$ cat src/rtl/rit_pkg.sv
package rit_pkg;

    localparam int MAX_RADIX   = 16;
    localparam int MAX_DIGITS  = 32;
    localparam int NUM_W       = 32;
    localparam int CHAR_W      = 8;
    localparam int BASE_W      = 5;
    localparam int DIG_W       = $clog2(MAX_RADIX);
    localparam int ADDR_W      = $clog2(MAX_DIGITS);
    localparam int CNT_W       = ADDR_W + 1;
    localparam int STEP_W      = $clog2(NUM_W);
    localparam int CFG_W       = 64;
    localparam int CFG_IDX_W   = 2;
    localparam int TAB_W       = 2 * CFG_W;

    localparam logic [CFG_IDX_W-1:0] CFG_BASE_LENGTH = 2'd0;
    localparam logic [CFG_IDX_W-1:0] CFG_DIGITS_LOW  = 2'd1;
    localparam logic [CFG_IDX_W-1:0] CFG_DIGITS_HIGH = 2'd2;

    localparam logic [BASE_W-1:0] BASE_LENGTH_RST = 5'd10;
    localparam logic [CFG_W-1:0]  DIGITS_LOW_RST  = 64'h3736_3534_3332_3130;
    localparam logic [CFG_W-1:0]  DIGITS_HIGH_RST = 64'h0000_0000_0000_3938;

    localparam logic [CHAR_W-1:0] CH_MINUS   = 8'h2D;
    localparam logic [CHAR_W-1:0] CH_PLUS    = 8'h2B;
    localparam logic [CHAR_W-1:0] CH_LOWEST  = 8'h20;
    localparam logic [CHAR_W-1:0] CH_HIGHEST = 8'h7E;

    typedef enum logic [2:0] {
        ST_IDLE,
        ST_CHECK,
        ST_DIV_START,
        ST_DIV_WAIT,
        ST_SIGN,
        ST_READ,
        ST_PUT
    } t_state;

    typedef struct packed {
        logic             done;
        logic [NUM_W-1:0] quotient;
        logic [DIG_W-1:0] remainder;
    } t_div_res;

    function automatic logic [CHAR_W-1:0] digit_char(input logic [TAB_W-1:0] tab,
                                                     input logic [DIG_W-1:0] idx);
        logic [CHAR_W-1:0] c;
        c = tab[{idx, 3'b000} +: CHAR_W];
        return c;
    endfunction

    function automatic logic char_bad(input logic [CHAR_W-1:0] c);
        logic b;
        b = (c == CH_MINUS) || (c == CH_PLUS) || (c < CH_LOWEST) || (c > CH_HIGHEST);
        return b;
    endfunction

endpackage

$ cat src/rtl/rit_divider.sv
module rit_divider (
    input  logic                          i_clk,
    input  logic                          i_rst_n,
    input  logic                          i_start,
    input  logic [rit_pkg::NUM_W-1:0]     i_dividend,
    input  logic [rit_pkg::BASE_W-1:0]    i_divisor,
    output rit_pkg::t_div_res             o_res
);

    logic                          r_busy;
    logic                          r_done;
    logic [rit_pkg::STEP_W-1:0]    r_step;
    logic [rit_pkg::NUM_W-1:0]     r_quo;
    logic [rit_pkg::DIG_W-1:0]     r_rem;
    logic [rit_pkg::BASE_W-1:0]    w_trial;
    logic                          w_fit;
    logic [rit_pkg::BASE_W-1:0]    w_diff;

    // one quotient bit per cycle, restoring
    assign w_trial = {r_rem, r_quo[rit_pkg::NUM_W-1]};
    assign w_fit   = (w_trial >= i_divisor);
    assign w_diff  = w_trial - i_divisor;

    always_ff @(posedge i_clk) begin
        if (!i_rst_n) begin
            r_busy <= 1'b0;
            r_done <= 1'b0;
            r_step <= '0;
        end else begin
            r_done <= 1'b0;
            if (i_start) begin
                r_busy <= 1'b1;
                r_step <= '0;
            end else if (r_busy) begin
                r_step <= r_step + 1'b1;
                if (r_step == {rit_pkg::STEP_W{1'b1}}) begin
                    r_busy <= 1'b0;
                    r_done <= 1'b1;
                end
            end
        end
    end

    always_ff @(posedge i_clk) begin
        if (i_start) begin
            r_quo <= i_dividend;
            r_rem <= '0;
        end else if (r_busy) begin
            r_quo <= {r_quo[rit_pkg::NUM_W-2:0], w_fit};
            r_rem <= w_fit ? w_diff[rit_pkg::DIG_W-1:0] : w_trial[rit_pkg::DIG_W-1:0];
        end
    end

    assign o_res.done      = r_done;
    assign o_res.quotient  = r_quo;
    assign o_res.remainder = r_rem;

endmodule

$ cat src/rtl/radix_integer_to_text_unit.sv
// channel  | handshake           | payload
// input    | i_valid / o_ready   | i_number
// output   | o_valid / i_ready   | o_character, o_last
// config   | i_cfg_we            | i_cfg_index, i_cfg_data
//
// one number at a time: a check of the digit table, then one divide per digit
// in the shared bit-serial divider, then the sign, if any, and a read and a put per digit.
// each divide is one run of the 32-step divider loop.
// the last character of a result waits in the output register while the next number is taken.
// reset is synchronous, active low; a stalled output holds the character.
module radix_integer_to_text_unit (
    input  logic                             i_clk,
    input  logic                             i_rst_n,
    input  logic                             i_valid,
    output logic                             o_ready,
    input  logic signed [rit_pkg::NUM_W-1:0] i_number,
    output logic                             o_valid,
    input  logic                             i_ready,
    output logic [rit_pkg::CHAR_W-1:0]       o_character,
    output logic                             o_last,
    input  logic                             i_cfg_we,
    input  logic [rit_pkg::CFG_IDX_W-1:0]    i_cfg_index,
    input  logic [rit_pkg::CFG_W-1:0]        i_cfg_data
);

    rit_pkg::t_state               r_state;
    rit_pkg::t_state               n_state;
    logic [rit_pkg::BASE_W-1:0]    r_base_len;
    logic [rit_pkg::CFG_W-1:0]     r_digits_low;
    logic [rit_pkg::CFG_W-1:0]     r_digits_high;
    logic [rit_pkg::TAB_W-1:0]     w_tab;
    logic                          r_neg;
    logic [rit_pkg::NUM_W-1:0]     r_mag;
    logic [rit_pkg::DIG_W-1:0]     r_chk;
    logic [rit_pkg::CNT_W-1:0]     r_cnt;
    logic [rit_pkg::CNT_W-1:0]     w_rd_idx;
    logic [rit_pkg::DIG_W-1:0]     r_digit_mem [rit_pkg::MAX_DIGITS];
    logic [rit_pkg::DIG_W-1:0]     r_rd_data;
    logic                          r_o_valid;
    logic [rit_pkg::CHAR_W-1:0]    r_o_char;
    logic                          r_o_last;
    rit_pkg::t_div_res             w_div;

    logic                          w_in_xfer;
    logic                          w_len_ok;
    logic                          w_chk_bad;
    logic                          w_chk_end;
    logic                          w_out_free;
    logic                          w_div_start;
    logic                          w_wr_en;
    logic                          w_rd_en;
    logic                          w_load_sign;
    logic                          w_load_digit;
    logic                          w_more;

    assign w_tab     = {r_digits_high, r_digits_low};
    assign w_in_xfer = i_valid && o_ready;
    assign w_len_ok  = (r_base_len >= 5'd2) && (r_base_len <= 5'(rit_pkg::MAX_RADIX));
    assign w_chk_end = ({1'b0, r_chk} + 5'd1) == r_base_len;
    assign w_out_free = !r_o_valid || i_ready;
    assign w_rd_idx  = r_cnt - 1'b1;
    assign w_more    = (w_div.quotient != '0) && (r_cnt != (rit_pkg::CNT_W)'(rit_pkg::MAX_DIGITS - 1));

    // digit under check against bad codes and every earlier digit
    always_comb begin
        logic [rit_pkg::CHAR_W-1:0] c;
        c = rit_pkg::digit_char(w_tab, r_chk);
        w_chk_bad = rit_pkg::char_bad(c);
        for (int k = 0; k < rit_pkg::MAX_RADIX; k++) begin
            if ((k < int'(r_chk)) && (rit_pkg::digit_char(w_tab, rit_pkg::DIG_W'(k)) == c)) begin
                w_chk_bad = 1'b1;
            end
        end
    end

    rit_divider u_div (
        .i_clk      (i_clk),
        .i_rst_n    (i_rst_n),
        .i_start    (w_div_start),
        .i_dividend (r_mag),
        .i_divisor  (r_base_len),
        .o_res      (w_div)
    );

    always_comb begin
        n_state = r_state;
        unique case (r_state)
            rit_pkg::ST_IDLE: begin
                if (w_in_xfer && w_len_ok) begin
                    n_state = rit_pkg::ST_CHECK;
                end
            end
            rit_pkg::ST_CHECK: begin
                if (w_chk_bad) begin
                    n_state = rit_pkg::ST_IDLE;
                end else if (w_chk_end) begin
                    n_state = rit_pkg::ST_DIV_START;
                end
            end
            rit_pkg::ST_DIV_START: begin
                n_state = rit_pkg::ST_DIV_WAIT;
            end
            rit_pkg::ST_DIV_WAIT: begin
                if (w_div.done) begin
                    n_state = w_more ? rit_pkg::ST_DIV_START : rit_pkg::ST_SIGN;
                end
            end
            rit_pkg::ST_SIGN: begin
                if (!r_neg || w_out_free) begin
                    n_state = rit_pkg::ST_READ;
                end
            end
            rit_pkg::ST_READ: begin
                n_state = rit_pkg::ST_PUT;
            end
            rit_pkg::ST_PUT: begin
                if (w_out_free) begin
                    n_state = (r_cnt == (rit_pkg::CNT_W)'(1)) ? rit_pkg::ST_IDLE : rit_pkg::ST_READ;
                end
            end
            default: begin
                n_state = rit_pkg::ST_IDLE;
            end
        endcase
    end

    always_comb begin
        o_ready      = 1'b0;
        w_div_start  = 1'b0;
        w_wr_en      = 1'b0;
        w_rd_en      = 1'b0;
        w_load_sign  = 1'b0;
        w_load_digit = 1'b0;
        unique case (r_state)
            rit_pkg::ST_IDLE:      o_ready = 1'b1;
            rit_pkg::ST_CHECK:     ;
            rit_pkg::ST_DIV_START: w_div_start = 1'b1;
            rit_pkg::ST_DIV_WAIT:  w_wr_en = w_div.done;
            rit_pkg::ST_SIGN:      w_load_sign = r_neg && w_out_free;
            rit_pkg::ST_READ:      w_rd_en = 1'b1;
            rit_pkg::ST_PUT:       w_load_digit = w_out_free;
            default:               ;
        endcase
    end

    always_ff @(posedge i_clk) begin
        if (!i_rst_n) begin
            r_state       <= rit_pkg::ST_IDLE;
            r_base_len    <= rit_pkg::BASE_LENGTH_RST;
            r_digits_low  <= rit_pkg::DIGITS_LOW_RST;
            r_digits_high <= rit_pkg::DIGITS_HIGH_RST;
            r_o_valid     <= 1'b0;
            r_chk         <= '0;
            r_cnt         <= '0;
            r_mag         <= '0;
        end else begin
            r_state <= n_state;
            if (i_cfg_we) begin
                case (i_cfg_index)
                    rit_pkg::CFG_BASE_LENGTH: r_base_len    <= i_cfg_data[rit_pkg::BASE_W-1:0];
                    rit_pkg::CFG_DIGITS_LOW:  r_digits_low  <= i_cfg_data;
                    rit_pkg::CFG_DIGITS_HIGH: r_digits_high <= i_cfg_data;
                    default:                  ;
                endcase
            end
            if (w_in_xfer) begin
                r_mag <= i_number[rit_pkg::NUM_W-1] ? (32'd0 - i_number) : i_number;
                r_chk <= '0;
                r_cnt <= '0;
            end else if (r_state == rit_pkg::ST_CHECK) begin
                r_chk <= r_chk + 1'b1;
            end else if (w_wr_en) begin
                r_mag <= w_div.quotient;
                r_cnt <= r_cnt + 1'b1;
            end else if (w_load_digit) begin
                r_cnt <= r_cnt - 1'b1;
            end
            if (w_load_sign || w_load_digit) begin
                r_o_valid <= 1'b1;
            end else if (i_ready) begin
                r_o_valid <= 1'b0;
            end
        end
    end

    always_ff @(posedge i_clk) begin
        if (w_in_xfer) begin
            r_neg <= i_number[rit_pkg::NUM_W-1];
        end
        if (w_load_sign) begin
            r_o_char <= rit_pkg::CH_MINUS;
            r_o_last <= 1'b0;
        end else if (w_load_digit) begin
            r_o_char <= rit_pkg::digit_char(w_tab, r_rd_data);
            r_o_last <= (r_cnt == (rit_pkg::CNT_W)'(1));
        end
    end

    // digit buffer, least significant digit at entry zero
    always_ff @(posedge i_clk) begin
        if (w_wr_en) begin
            r_digit_mem[r_cnt[rit_pkg::ADDR_W-1:0]] <= w_div.remainder;
        end
        if (w_rd_en) begin
            r_rd_data <= r_digit_mem[w_rd_idx[rit_pkg::ADDR_W-1:0]];
        end
    end

    assign o_valid     = r_o_valid;
    assign o_character = r_o_char;
    assign o_last      = r_o_last;

endmodule

$ cat config.mk
export PLATFORM = sky130hd
export DESIGN_NAME = radix_integer_to_text_unit
export DESIGN_NICKNAME = d
export VERILOG_FILES = /design/src/rtl/rit_pkg.sv /design/src/rtl/rit_divider.sv /design/src/rtl/radix_integer_to_text_unit.sv
export SDC_FILE = /design/constraint.sdc
export NUM_CORES = 1
export LEC_CHECK = 0
export BUFFER_PORTS_ARGS = -buffer_cell sky130_fd_sc_hd__buf_2
export CAP_MARGIN = 30
export CORE_MARGIN = 5
export CORE_UTILIZATION = 60
export DETAILED_ROUTE_END_ITERATION = 10
export PLACE_DENSITY = 0.9
export SYNTH_ARGS = -nofsm -noshare
export SYNTH_HDL_FRONTEND = slang
export SYNTH_HIERARCHICAL = 1
export SYNTH_SLANG_ARGS = --single-unit
$ cat constraint.sdc
create_clock -name i_clk -period 4.5 [get_ports i_clk]
set_clock_uncertainty 0.1 [all_clocks]
set_input_delay 0.45 -clock i_clk [delete_from_list [all_inputs] [get_ports i_clk]]
set_output_delay 0.45 -clock i_clk [all_outputs]
set_load 0.02 [all_outputs]
# [Yosys cells after proc, flatten, opt, wreduce, memory -nomap -nowiden]
# Memories as Yosys holds them, arrays and structs flattened. A register that Yosys moved wholly into a read port is not among the register bits.
# Index checks and enable logic that the tools add are counted.
[totals] ff_bits=232 latchBits=0 ram_bits=128 romBits=0 in_bits=103 output_inout_bits=11 wordCells=175 memories=1
[memory_table] name="r_digit_mem" words=32 word_bits=4 read_ports=1 rd_clocked_by_memory_dff=1 wr=1 line="radix_integer_to_text_unit.sv:37" rtl="logic [rit_pkg::DIG_W-1:0] r_digit_mem [rit_pkg::MAX_DIGITS];"
[op_classes] n_addsub=7 mul=0 div_mod_pow=0 n_lt_le_gt_ge=20 eq_ne=35 shifts=2 mux=47 bitwise_logic=3 n_reduce_logical=44
[op_table] cell="128-bit by 8-bit indexed part select with 8-bit output" count=2
[op_table] cell="32-bit 2-to-1 mux" count=6
[op_table] cell="8-bit == test" count=15
[op_table] cell="32-bit nonzero test" count=1
[op_table] cell="1-bit by 32-bit subtractor with 32-bit output (first input constant)" count=1
[op_table] cell="1-bit 2-to-1 mux" count=29
[op_table] cell="4-bit less-than comparator (first input constant)" count=7
[op_table] cell="3-bit 2-to-1 mux" count=8
[op_table] cell="3-bit one-hot mux with 7 select lines" count=1
[op_table] cell="1-bit logical AND" count=20
[op_table] cell="8-bit by 6-bit == test with 1-bit output (second input constant)" count=2
[op_table] cell="3-bit by 4-bit less-than comparator with 1-bit output (first input constant)" count=4
[op_table] cell="6-bit 2-to-1 mux" count=2
[op_table] cell="2-bit AND reduction" count=5
[op_table] cell="3-bit == test (second input constant)" count=3
[op_table] cell="8-bit by 7-bit greater-than comparator with 1-bit output (second input constant)" count=1
[op_table] cell="1-bit by 4-bit less-than comparator with 1-bit output (first input constant)" count=2
[op_table] cell="2-bit by 4-bit less-than comparator with 1-bit output (first input constant)" count=2
[op_table] cell="8-bit by 6-bit less-than comparator with 1-bit output (second input constant)" count=1
[op_table] cell="2-bit inequality test (second input constant)" count=4
[op_table] cell="2-bit nonzero test" count=4
[op_table] cell="6-bit by 1-bit adder with 6-bit output (second input constant)" count=1
[op_table] cell="3-bit by 2-bit == test with 1-bit output (second input constant)" count=2
[op_table] cell="6-bit by 1-bit == test with 1-bit output (second input constant)" count=1
[op_table] cell="25 further kinds" count=34

# [Logic depth before layout (Yosys ltp)]
# Gate-level depths: netlist (run 1).
[logic_depth] depth_word=22 ltp_mapped=15 mapped_depth_nobuf=11

# [Modules after synthesis]
# The synthesis (run 1) kept the hierarchy.
[modules_own_cells] module="radix_integer_to_text_unit" instances=1 cells_per_inst=1825 area_per_inst_um2=18191.2 seq_area_each_um2=7757.4
[modules_own_cells] module="rit_divider" instances=1 cells_per_inst=145 area_per_inst_um2=2021.9 seq_area_each_um2=1181.1

# [Worst setup path before layout (run 1)]
# OpenSTA, ideal clock, no wires.
[synth_timing] kind="reg-to-reg" start="reg r_cnt[0] (netlist bit)" end="reg r_rd_data[3] (netlist bit) (read register of r_digit_mem), data pin" setup_time_ns=0.260 arrival_ns=3.370 required_time_ns=4.140 slack_ns=0.770 stages_incl_launch_ff=10 n_path_buf=4 synth_period_minus_slack_ns=3.730 path_cell_list="dfxtp_1 -> clkbuf_1 -> buf_1 -> inv_1 -> ha_1 -> clkbuf_1 -> clkbuf_1 -> mux4_2 -> mux4_2 -> mux2_2"
[synth_between] elab_chain_cells=1
[synth_rtl] item="start: declaration" line="radix_integer_to_text_unit.sv:35" rtl="logic [rit_pkg::CNT_W-1:0] r_cnt;"
[synth_rtl] item="start signal: assignment" line="radix_integer_to_text_unit.sv:174" rtl="r_cnt <= r_cnt + 1'b1;"
[synth_rtl] item="start signal: assignment" line="radix_integer_to_text_unit.sv:176" rtl="r_cnt <= r_cnt - 1'b1;"
[synth_rtl] item="6-bit by 1-bit subtractor with 6-bit output"
[synth_rtl] item="end: declaration" line="radix_integer_to_text_unit.sv:38" rtl="logic [rit_pkg::DIG_W-1:0] r_rd_data;"
# Every way passes these cells.
# A chain may end at the register's enable or synchronous reset.

# [Worst setup path after layout (run 1)]
[layout_timing] start="reg r_chk[2] (netlist bit)" end="reg r_state[1]"
[layout_between] elab_chain_cells=22 elab_cells_between_ends=74 classes_between="add/sub: 1; order compare: 17; eq/ne: 19; shift: 1; mux: 17; reduce/logical: 19"
[layout_rtl] item="start: declaration" line="radix_integer_to_text_unit.sv:34" rtl="logic [rit_pkg::DIG_W-1:0] r_chk;"
[layout_rtl] item="start signal: assignment" line="radix_integer_to_text_unit.sv:171" rtl="r_chk <= r_chk + 1'b1;"
[layout_rtl] item="branches (longest 22 deep; another with 8-bit by 6-bit less-than comparator with 1-bit output)"
[layout_rtl] item="end signal: assignment" line="radix_integer_to_text_unit.sv:148" rtl="r_state <= rit_pkg::ST_IDLE;"
[layout_rtl] item="end signal: assignment" line="radix_integer_to_text_unit.sv:157" rtl="r_state <= n_state;"
[layout_rtl] item="end: declaration" line="radix_integer_to_text_unit.sv:26" rtl="rit_pkg::t_state r_state;"
# Parallel ways; which one is timed is not known.

==> results.toml, run 1 <==
[routing]
via_per_inst = 6.80
vias = 17300
ant_nets = 0
wl_per_cell_um = 27.1
drc_errors = 0
dr.pass1.iters = 8
drt_iter0_markers = 2487
drt_wl_total_um = 68800

[synth]
yosys.area.top_type = "edfxtp_1"
synth_nets = 2089
synth_seq_area_share_pct = 44.2
synthCells = 1970
avgSynthCellArea_sq_um = 10.3
synth-edff-count = 165
synth-async-reset-ratio_pct = 0
yosysTopAreaCellShare_pct = 24.5
synth_area_leaders = "edfxtp_1, dfxtp_1, mux4_2"
ys.flop_type = "dfxtp_1"
synth_cell_types = 97
ys.warnings.count = 6
syn_area_sq_um = 20200
yosys_register_bits = 364

[worst_setup_path]
critPathCaptureType = "flip-flop"
cp-start-kind = "flip-flop"
critical_path.max_fanout = 15
cp_top_family = "compound AO/OA/AOI/OAI gates"
critical_path.reg2reg.startpoint = "r_chk[2]$_SDFFE_PP0P_"
arrival_ps = 4700
slowest_delay_ps = 860
required_ps = 4870
path_class = "flip-flop to flip-flop"
worst-path-buf-inv = 1
crit_chain = "and2_1 > buf_4 > a22o_2 > or2_2 > xnor2_1 > a2111oi_0 > nand4_1 > o41ai_1 > o41ai_2 > a221oi_2"
worstSetupStartpoint = "r_chk[2]$_SDFFE_PP0P_"
worst_path_max_delay_cell = "a2111oi_0"

[power_and_ir_drop]
p_per_area_nw_per_um2 = 475
power_uw = 10800
power_leakage_uw = 0.00794
peakVddDrop_v = 0.000485

[floorplanning]
die_h_um = 194
core_sq_um = 33400
dieWidth_um = 194
initial_core_util_pct = 60.6
die-area_sq_um = 37500
std_cell_rows = 67
ios = 114

[cts]
cts_tree = "done"
root_buffer = "clkbuf_16"
insertion_delay_ps = 560
cts_buffer_depth = 3
clk_pin_slew_ps = 70
cts_made_buffers = 39
postCtsHoldBufs = 0
h-tree-depth = 2
cts.sinks = 364

[timing]
hold_viol_final = 0
tns_ps = 0
fmax_mhz = 231
finalCritPeriodShare_pct = 96.2
slew_violations = 0
setup_slack_ps = 172
grt_setup_unrepaired = "no"
relSlewSlack_pct = 22.0
max_slew.worst_pin.slew_ps = 1160
period_needed_ps = 4330
setup_viol = 0

[placed_design]
dp.cells = 2468
dp_hpwl_um = 48800
place.gp.congestion = 1.07
pre_cts_ws_ps = 148
io_buffers = 113

[global_route]
grt_start_max_net_pins = 90
grt_pass1_vias = 16400
antenna_found_initial = 4
grt_pass1_wl_um = 103000
grt.total_usage_pct = 35.3
grt_overflow_total = 0

[run_status]
outcome = "completed"

[final_layout]
finalNonFillerCells = 2543
n_fill_cell = 2462
fin_util_pct = 68.1
layout.nets = 2182
syn_to_final_growth_pct = 12.4
layout_common_cells = "nand2_1, dfxtp_1, edfxtp_1"
drive_gt1_share_pct = 21.0
layout_commonest_cell = "nand2_1"

[worst_hold_path]
min_from = "i_cfg_data[37]"
min_path_type = "primary input to flip-flop"

[job]
drv_cap = 0
## worst reg2reg max path, delay by kind of cell (launching register included)
| family | cells | cell delay, ps |
|---|---|---|
| buffers and inverters | 1 | 240 |
| DFF | 1 | 480 |
| and+or+nand+nor | 3 | 1000 |
| AOI/OAI and AO/OA | 5 | 2230 |
| xor gates and xnor gates | 1 | 180 |
## stage by stage
step	hold slack, ps	cell area [sq um]
final	12.8	22700
after detailed placement	369	21300
after floorplan	343	20200
after global routing	27.0	22700
after global placement	363	21300
after CTS	3.71	22700
## worst paths after layout
| check | endpoint | slack [ps] | cells past startpoint |
|---|---|---|---|
| max | r_state[1]$_SDFFE_PN0P_ | 170 | 10 |
| min | r_digits_low[37]$_SDFFE_PN1P_ | 10 | 3 |
| max reg2reg | r_state[1]$_SDFFE_PN0P_ | 170 | 10 |
| min reg2reg | r_digits_high[57]$_SDFFE_PN0P_ | 380 | 2 |
## cell families (layout without fill, tap and decap cells)
kind of cell | count (synthesis) | in the layout | synth area share, %
flip-flops | 364 | 364 | 44.2
adder cells (fa/ha/maj) | 16 | 16 | 1.03
AO/OA/AOI/OAI | 316 | 316 | 11.3
multiplexers | 196 | 196 | 15.2
other | 0 | 2 | 0
AND/OR/NAND/NOR | 734 | 734 | 16.6
XOR/XNOR | 187 | 187 | 8.10
buffers and inverters | 157 | 280 | 3.66
## registers in the layout (all words and copies together) (netlist names), 3 cells and up
register,count
u_div/r_step,5
u_div/r_quo,32
r_digit_mem,128
r_rd_data,4
r_digits_high,64
r_digits_low,64
r_chk,4
r_base_len,5
r_mag,32
o_character,8
r_state,3
r_cnt,6
u_div/r_rem,4
## area by class of cell
class                           count  area, sq um  area share (%)
Tap cell                          448          561            2.47
Inverter                           27          104           0.457
Sequential cell                   364         8940            39.4
Antenna cell                        2         5.00          0.0220
Clock inverter                     27          370            1.63
Timing Repair Buffer              182         1150            5.08
Clock buffer                       44         1020            4.51
Multi-Input combinational cell   1449        10600            46.5
## power breakdown
| group | leakage, uW | switching [uW] | internal (uW) |
|---|---|---|---|
| Sequential | 0.00315 | 331 | 4000 |
| Combinational | 0.00410 | 1800 | 1130 |
| Clock | 0.000688 | 1400 | 2120 |
## metal layers
| layer | up-vias | global-route usage, % | wire [um] |
|---|---|---|---|
| li1 | 7383 | - | - |
| met1 | 8379 | 48.1 | 26000 |
| met2 | 1267 | 56.0 | 31700 |
| met3 | 248 | 8.19 | 8040 |
| met4 | 4 | 12.7 | 2980 |
| met5 | - | 0 | 34 |
## synth_stat cells (10+ instances only)
master	instances
buf_2	10
mux2_2	51
o21ai_0	24
buf_1	16
and2_1	12
nand4_1	20
xnor2_1	98
a311oi_1	31
clkbuf_1	88
nor3_1	34
nor4_1	19
ha_1	15
nand2b_1	14
nand2_1	388
xor2_1	89
nor2_1	103
or3_1	15
inv_1	25
dfxtp_1	199
edfxtp_1	165
nand3_1	63
a21oi_1	115
a22oi_1	12
mux4_2	83
mux2i_1	62
o211ai_1	11
## what timing repair did
action | 4_1_cts | 5_1_grt
buffers inserted | 0 | 1
endpoints found under the setup margin | 0 | 2
endpoints found under the hold margin | 0 | 0
resized for setup | 0 | 1
Power figures use the tool's default switching activity.
==> inputs of run 2 (changes only) <==
--- a/config.mk
+++ b/config.mk
@@ -6,8 +6,7 @@
 export NUM_CORES = 1
 export LEC_CHECK = 0
 export BUFFER_PORTS_ARGS = -buffer_cell sky130_fd_sc_hd__buf_2
-export CAP_MARGIN = 30
-export CORE_MARGIN = 5
+export CORE_MARGIN = 4
 export CORE_UTILIZATION = 60
 export DETAILED_ROUTE_END_ITERATION = 10
 export PLACE_DENSITY = 0.9
==> run 2 against run 1 <==
Against the previous run:
- sequential share of layout area increased by 0.55 points
- final area is 1.4% lower
- core utilization increased by 0.072 points
- clock-buffer cell count grew 9
- combinational power is 2% lower
- total power fell by 3.5%
- clock power decreased by 9.1%
- wire length fell by 2.5%
- sequential power barely moved
- final cell count is 0.98% lower
- first-iteration DRC count is 13% lower
- via count decreased by 1.3%
- critical path type unchanged
- critical endpoint is now r_state[0]$_SDFFE_PN0P_
- largest power group unchanged
- highest routed layer is now met4
==> results.toml, run 2 (synthesis gave the netlist of run 1 again) <==
[global_route]
grt.total_usage_pct = 36.3
antenna_found_initial = 0
grt_overflow_total = 0
grt_pass1_vias = 16900
grt_start_max_net_pins = 70
grt_pass1_wl_um = 102000

[cts]
h-tree-depth = 2
insertion_delay_ps = 560
root_buffer = "clkbuf_16"
cts_made_buffers = 37
clk_pin_slew_ps = 70
postCtsResizedCells = 0
cts_tree = "done"
cts_buffer_depth = 3
cts.sinks = 364
cts_setup_buffers = 0
postCtsHoldBufs = 0

[final_layout]
layout_common_cells = "nand2_1, dfxtp_1, edfxtp_1"
finalNonFillerCells = 2518
drive_gt1_share_pct = 19.9
syn_to_final_growth_pct = 10.8
layout.nets = 2166
layout_commonest_cell = "nand2_1"
largest_register_ff_count = 128

[worst_setup_path]
worst_path_max_delay_cell = "dfxtp_1"
slowest_delay_ps = 630
required_ps = 4890
cp-start-kind = "flip-flop"
critical_path.max_fanout = 13
crit_chain = "buf_4 > and2_1 > a22oi_1 > and3_1 > o2111a_1 > a31oi_1 > nor4_1 > a211o_1 > or4_4 > o41ai_2 > mux2i_1"
worst-path-buf-inv = 1
critPathCaptureType = "flip-flop"
path_class = "flip-flop to flip-flop"
cp_top_family = "compound AO/OA/AOI/OAI gates"
arrival_ps = 4600

[timing]
fmax_mhz = 238
grt_setup_unrepaired = "no"
period_needed_ps = 4210
hold_viol_final = 0
setup_viol = 0
slew_violations = 0
max_slew.worst_pin.slew_ps = 1080
finalCritPeriodShare_pct = 93.6
relSlewSlack_pct = 27.5
setup_slack_ps = 290
tns_ps = 0

[floorplanning]
die_h_um = 192
std_cell_rows = 66
initial_core_util_pct = 61.5
die-area_sq_um = 36700
core_sq_um = 32900
ios = 114
dieWidth_um = 192

[routing]
drt_iter0_markers = 2169
via_per_inst = 6.78
vias = 17100
drc_errors = 0
wl_per_cell_um = 26.7
dr.pass1.iters = 6
drt_wl_total_um = 67100
ant_nets = 0

[placed_design]
pre_cts_ws_ps = 464
io_buffers = 113
dp_hpwl_um = 47300
dp.cells = 2450
place.gp.congestion = 1.03

[worst_hold_path]
min_path_type = "primary input to flip-flop"

[power_and_ir_drop]
power_leakage_uw = 0.00778
p_per_area_nw_per_um2 = 464
peakVddDrop_v = 0.000437

[job]
drv_cap = 0

[run_status]
outcome = "completed"
## run 2: cell types whose count changed in the layout (fill, tap and decap cells not counted), sizes merged
| cell | delta |
|---|---|
| buf | -14 |
| clkbuf | +9 |
| clkinv | -3 |
| inv | -4 |
| bufinv | -4 |
| diode | -1 |
| clkinvlp | -2 |
## run 2: area by class of cell
class                           instances  area, sq um
Inverter                               27          104
Fill cell                            2373        10500
Tap cell                              442          553
Multi-Input combinational cell       1449        10500
Antenna cell                            1         2.50
Timing Repair Buffer                  168         1000
Clock buffer                           53         1030
Sequential cell                       364         8940
Clock inverter                         14          221
## run 2: worst paths after layout
kind                                                 endpoint                   startpoint  slack [ps]  depth (start not counted)
worst max-delay path                  r_state[0]$_SDFFE_PN0P_        r_chk[2]$_SDFFE_PP0P_         290                         11
worst min-delay path            r_digits_low[17]$_SDFFE_PN1P_               i_cfg_data[17]          10                          3
worst max register to register        r_state[0]$_SDFFE_PN0P_        r_chk[2]$_SDFFE_PP0P_         290                         11
worst min register to register    o_character[6]$_SDFFE_PP0P_  o_character[6]$_SDFFE_PP0P_         350                          2
## run 2: power breakdown
group          switching, uW  total [uW]  internal, uW
sequential               330        4330          4000
combinational           1780        2870          1090
clock                   1360        3200          1840
## run 2: routing by layer
| layer | up-vias | GRT usage (%) | part of all wire (%) |
|---|---|---|---|
| met4 | 0 | 20.0 | 6.7 |
| met1 | 8208 | 44.9 | 35 |
| met5 | - | 0 | 0 |
| met3 | 304 | 6.63 | 9.7 |
| met2 | 1224 | 60.6 | 48 |
| li1 | 7326 | - | - |
## run 2: per-stage QoR
stage | total power [uW] | area (sq um) | hold WS, ps | utilization [%]
finish | 10400 | 22400 | 13.9 | 68.1
global route | 10800 | 22400 | 17.0 | 68.1
CTS | 10300 | 22400 | 5.12 | 68.1
detailed placement | 7130 | 21100 | 349 | 64.3
global placement | 7020 | 21100 | 345 | 64.3
floorplan | 6220 | 20200 | 343 | -
## run 2: worst reg2reg max path, cell delays in order, from the launching register on
cell      delay, ps
dfxtp_1         630
buf_4           310
and2_1          460
a22oi_1         310
and3_1          260
o2111a_1        230
a31oi_1         270
nor4_1          100
a211o_1         240
or4_4           510
o41ai_2         480
mux2i_1         240
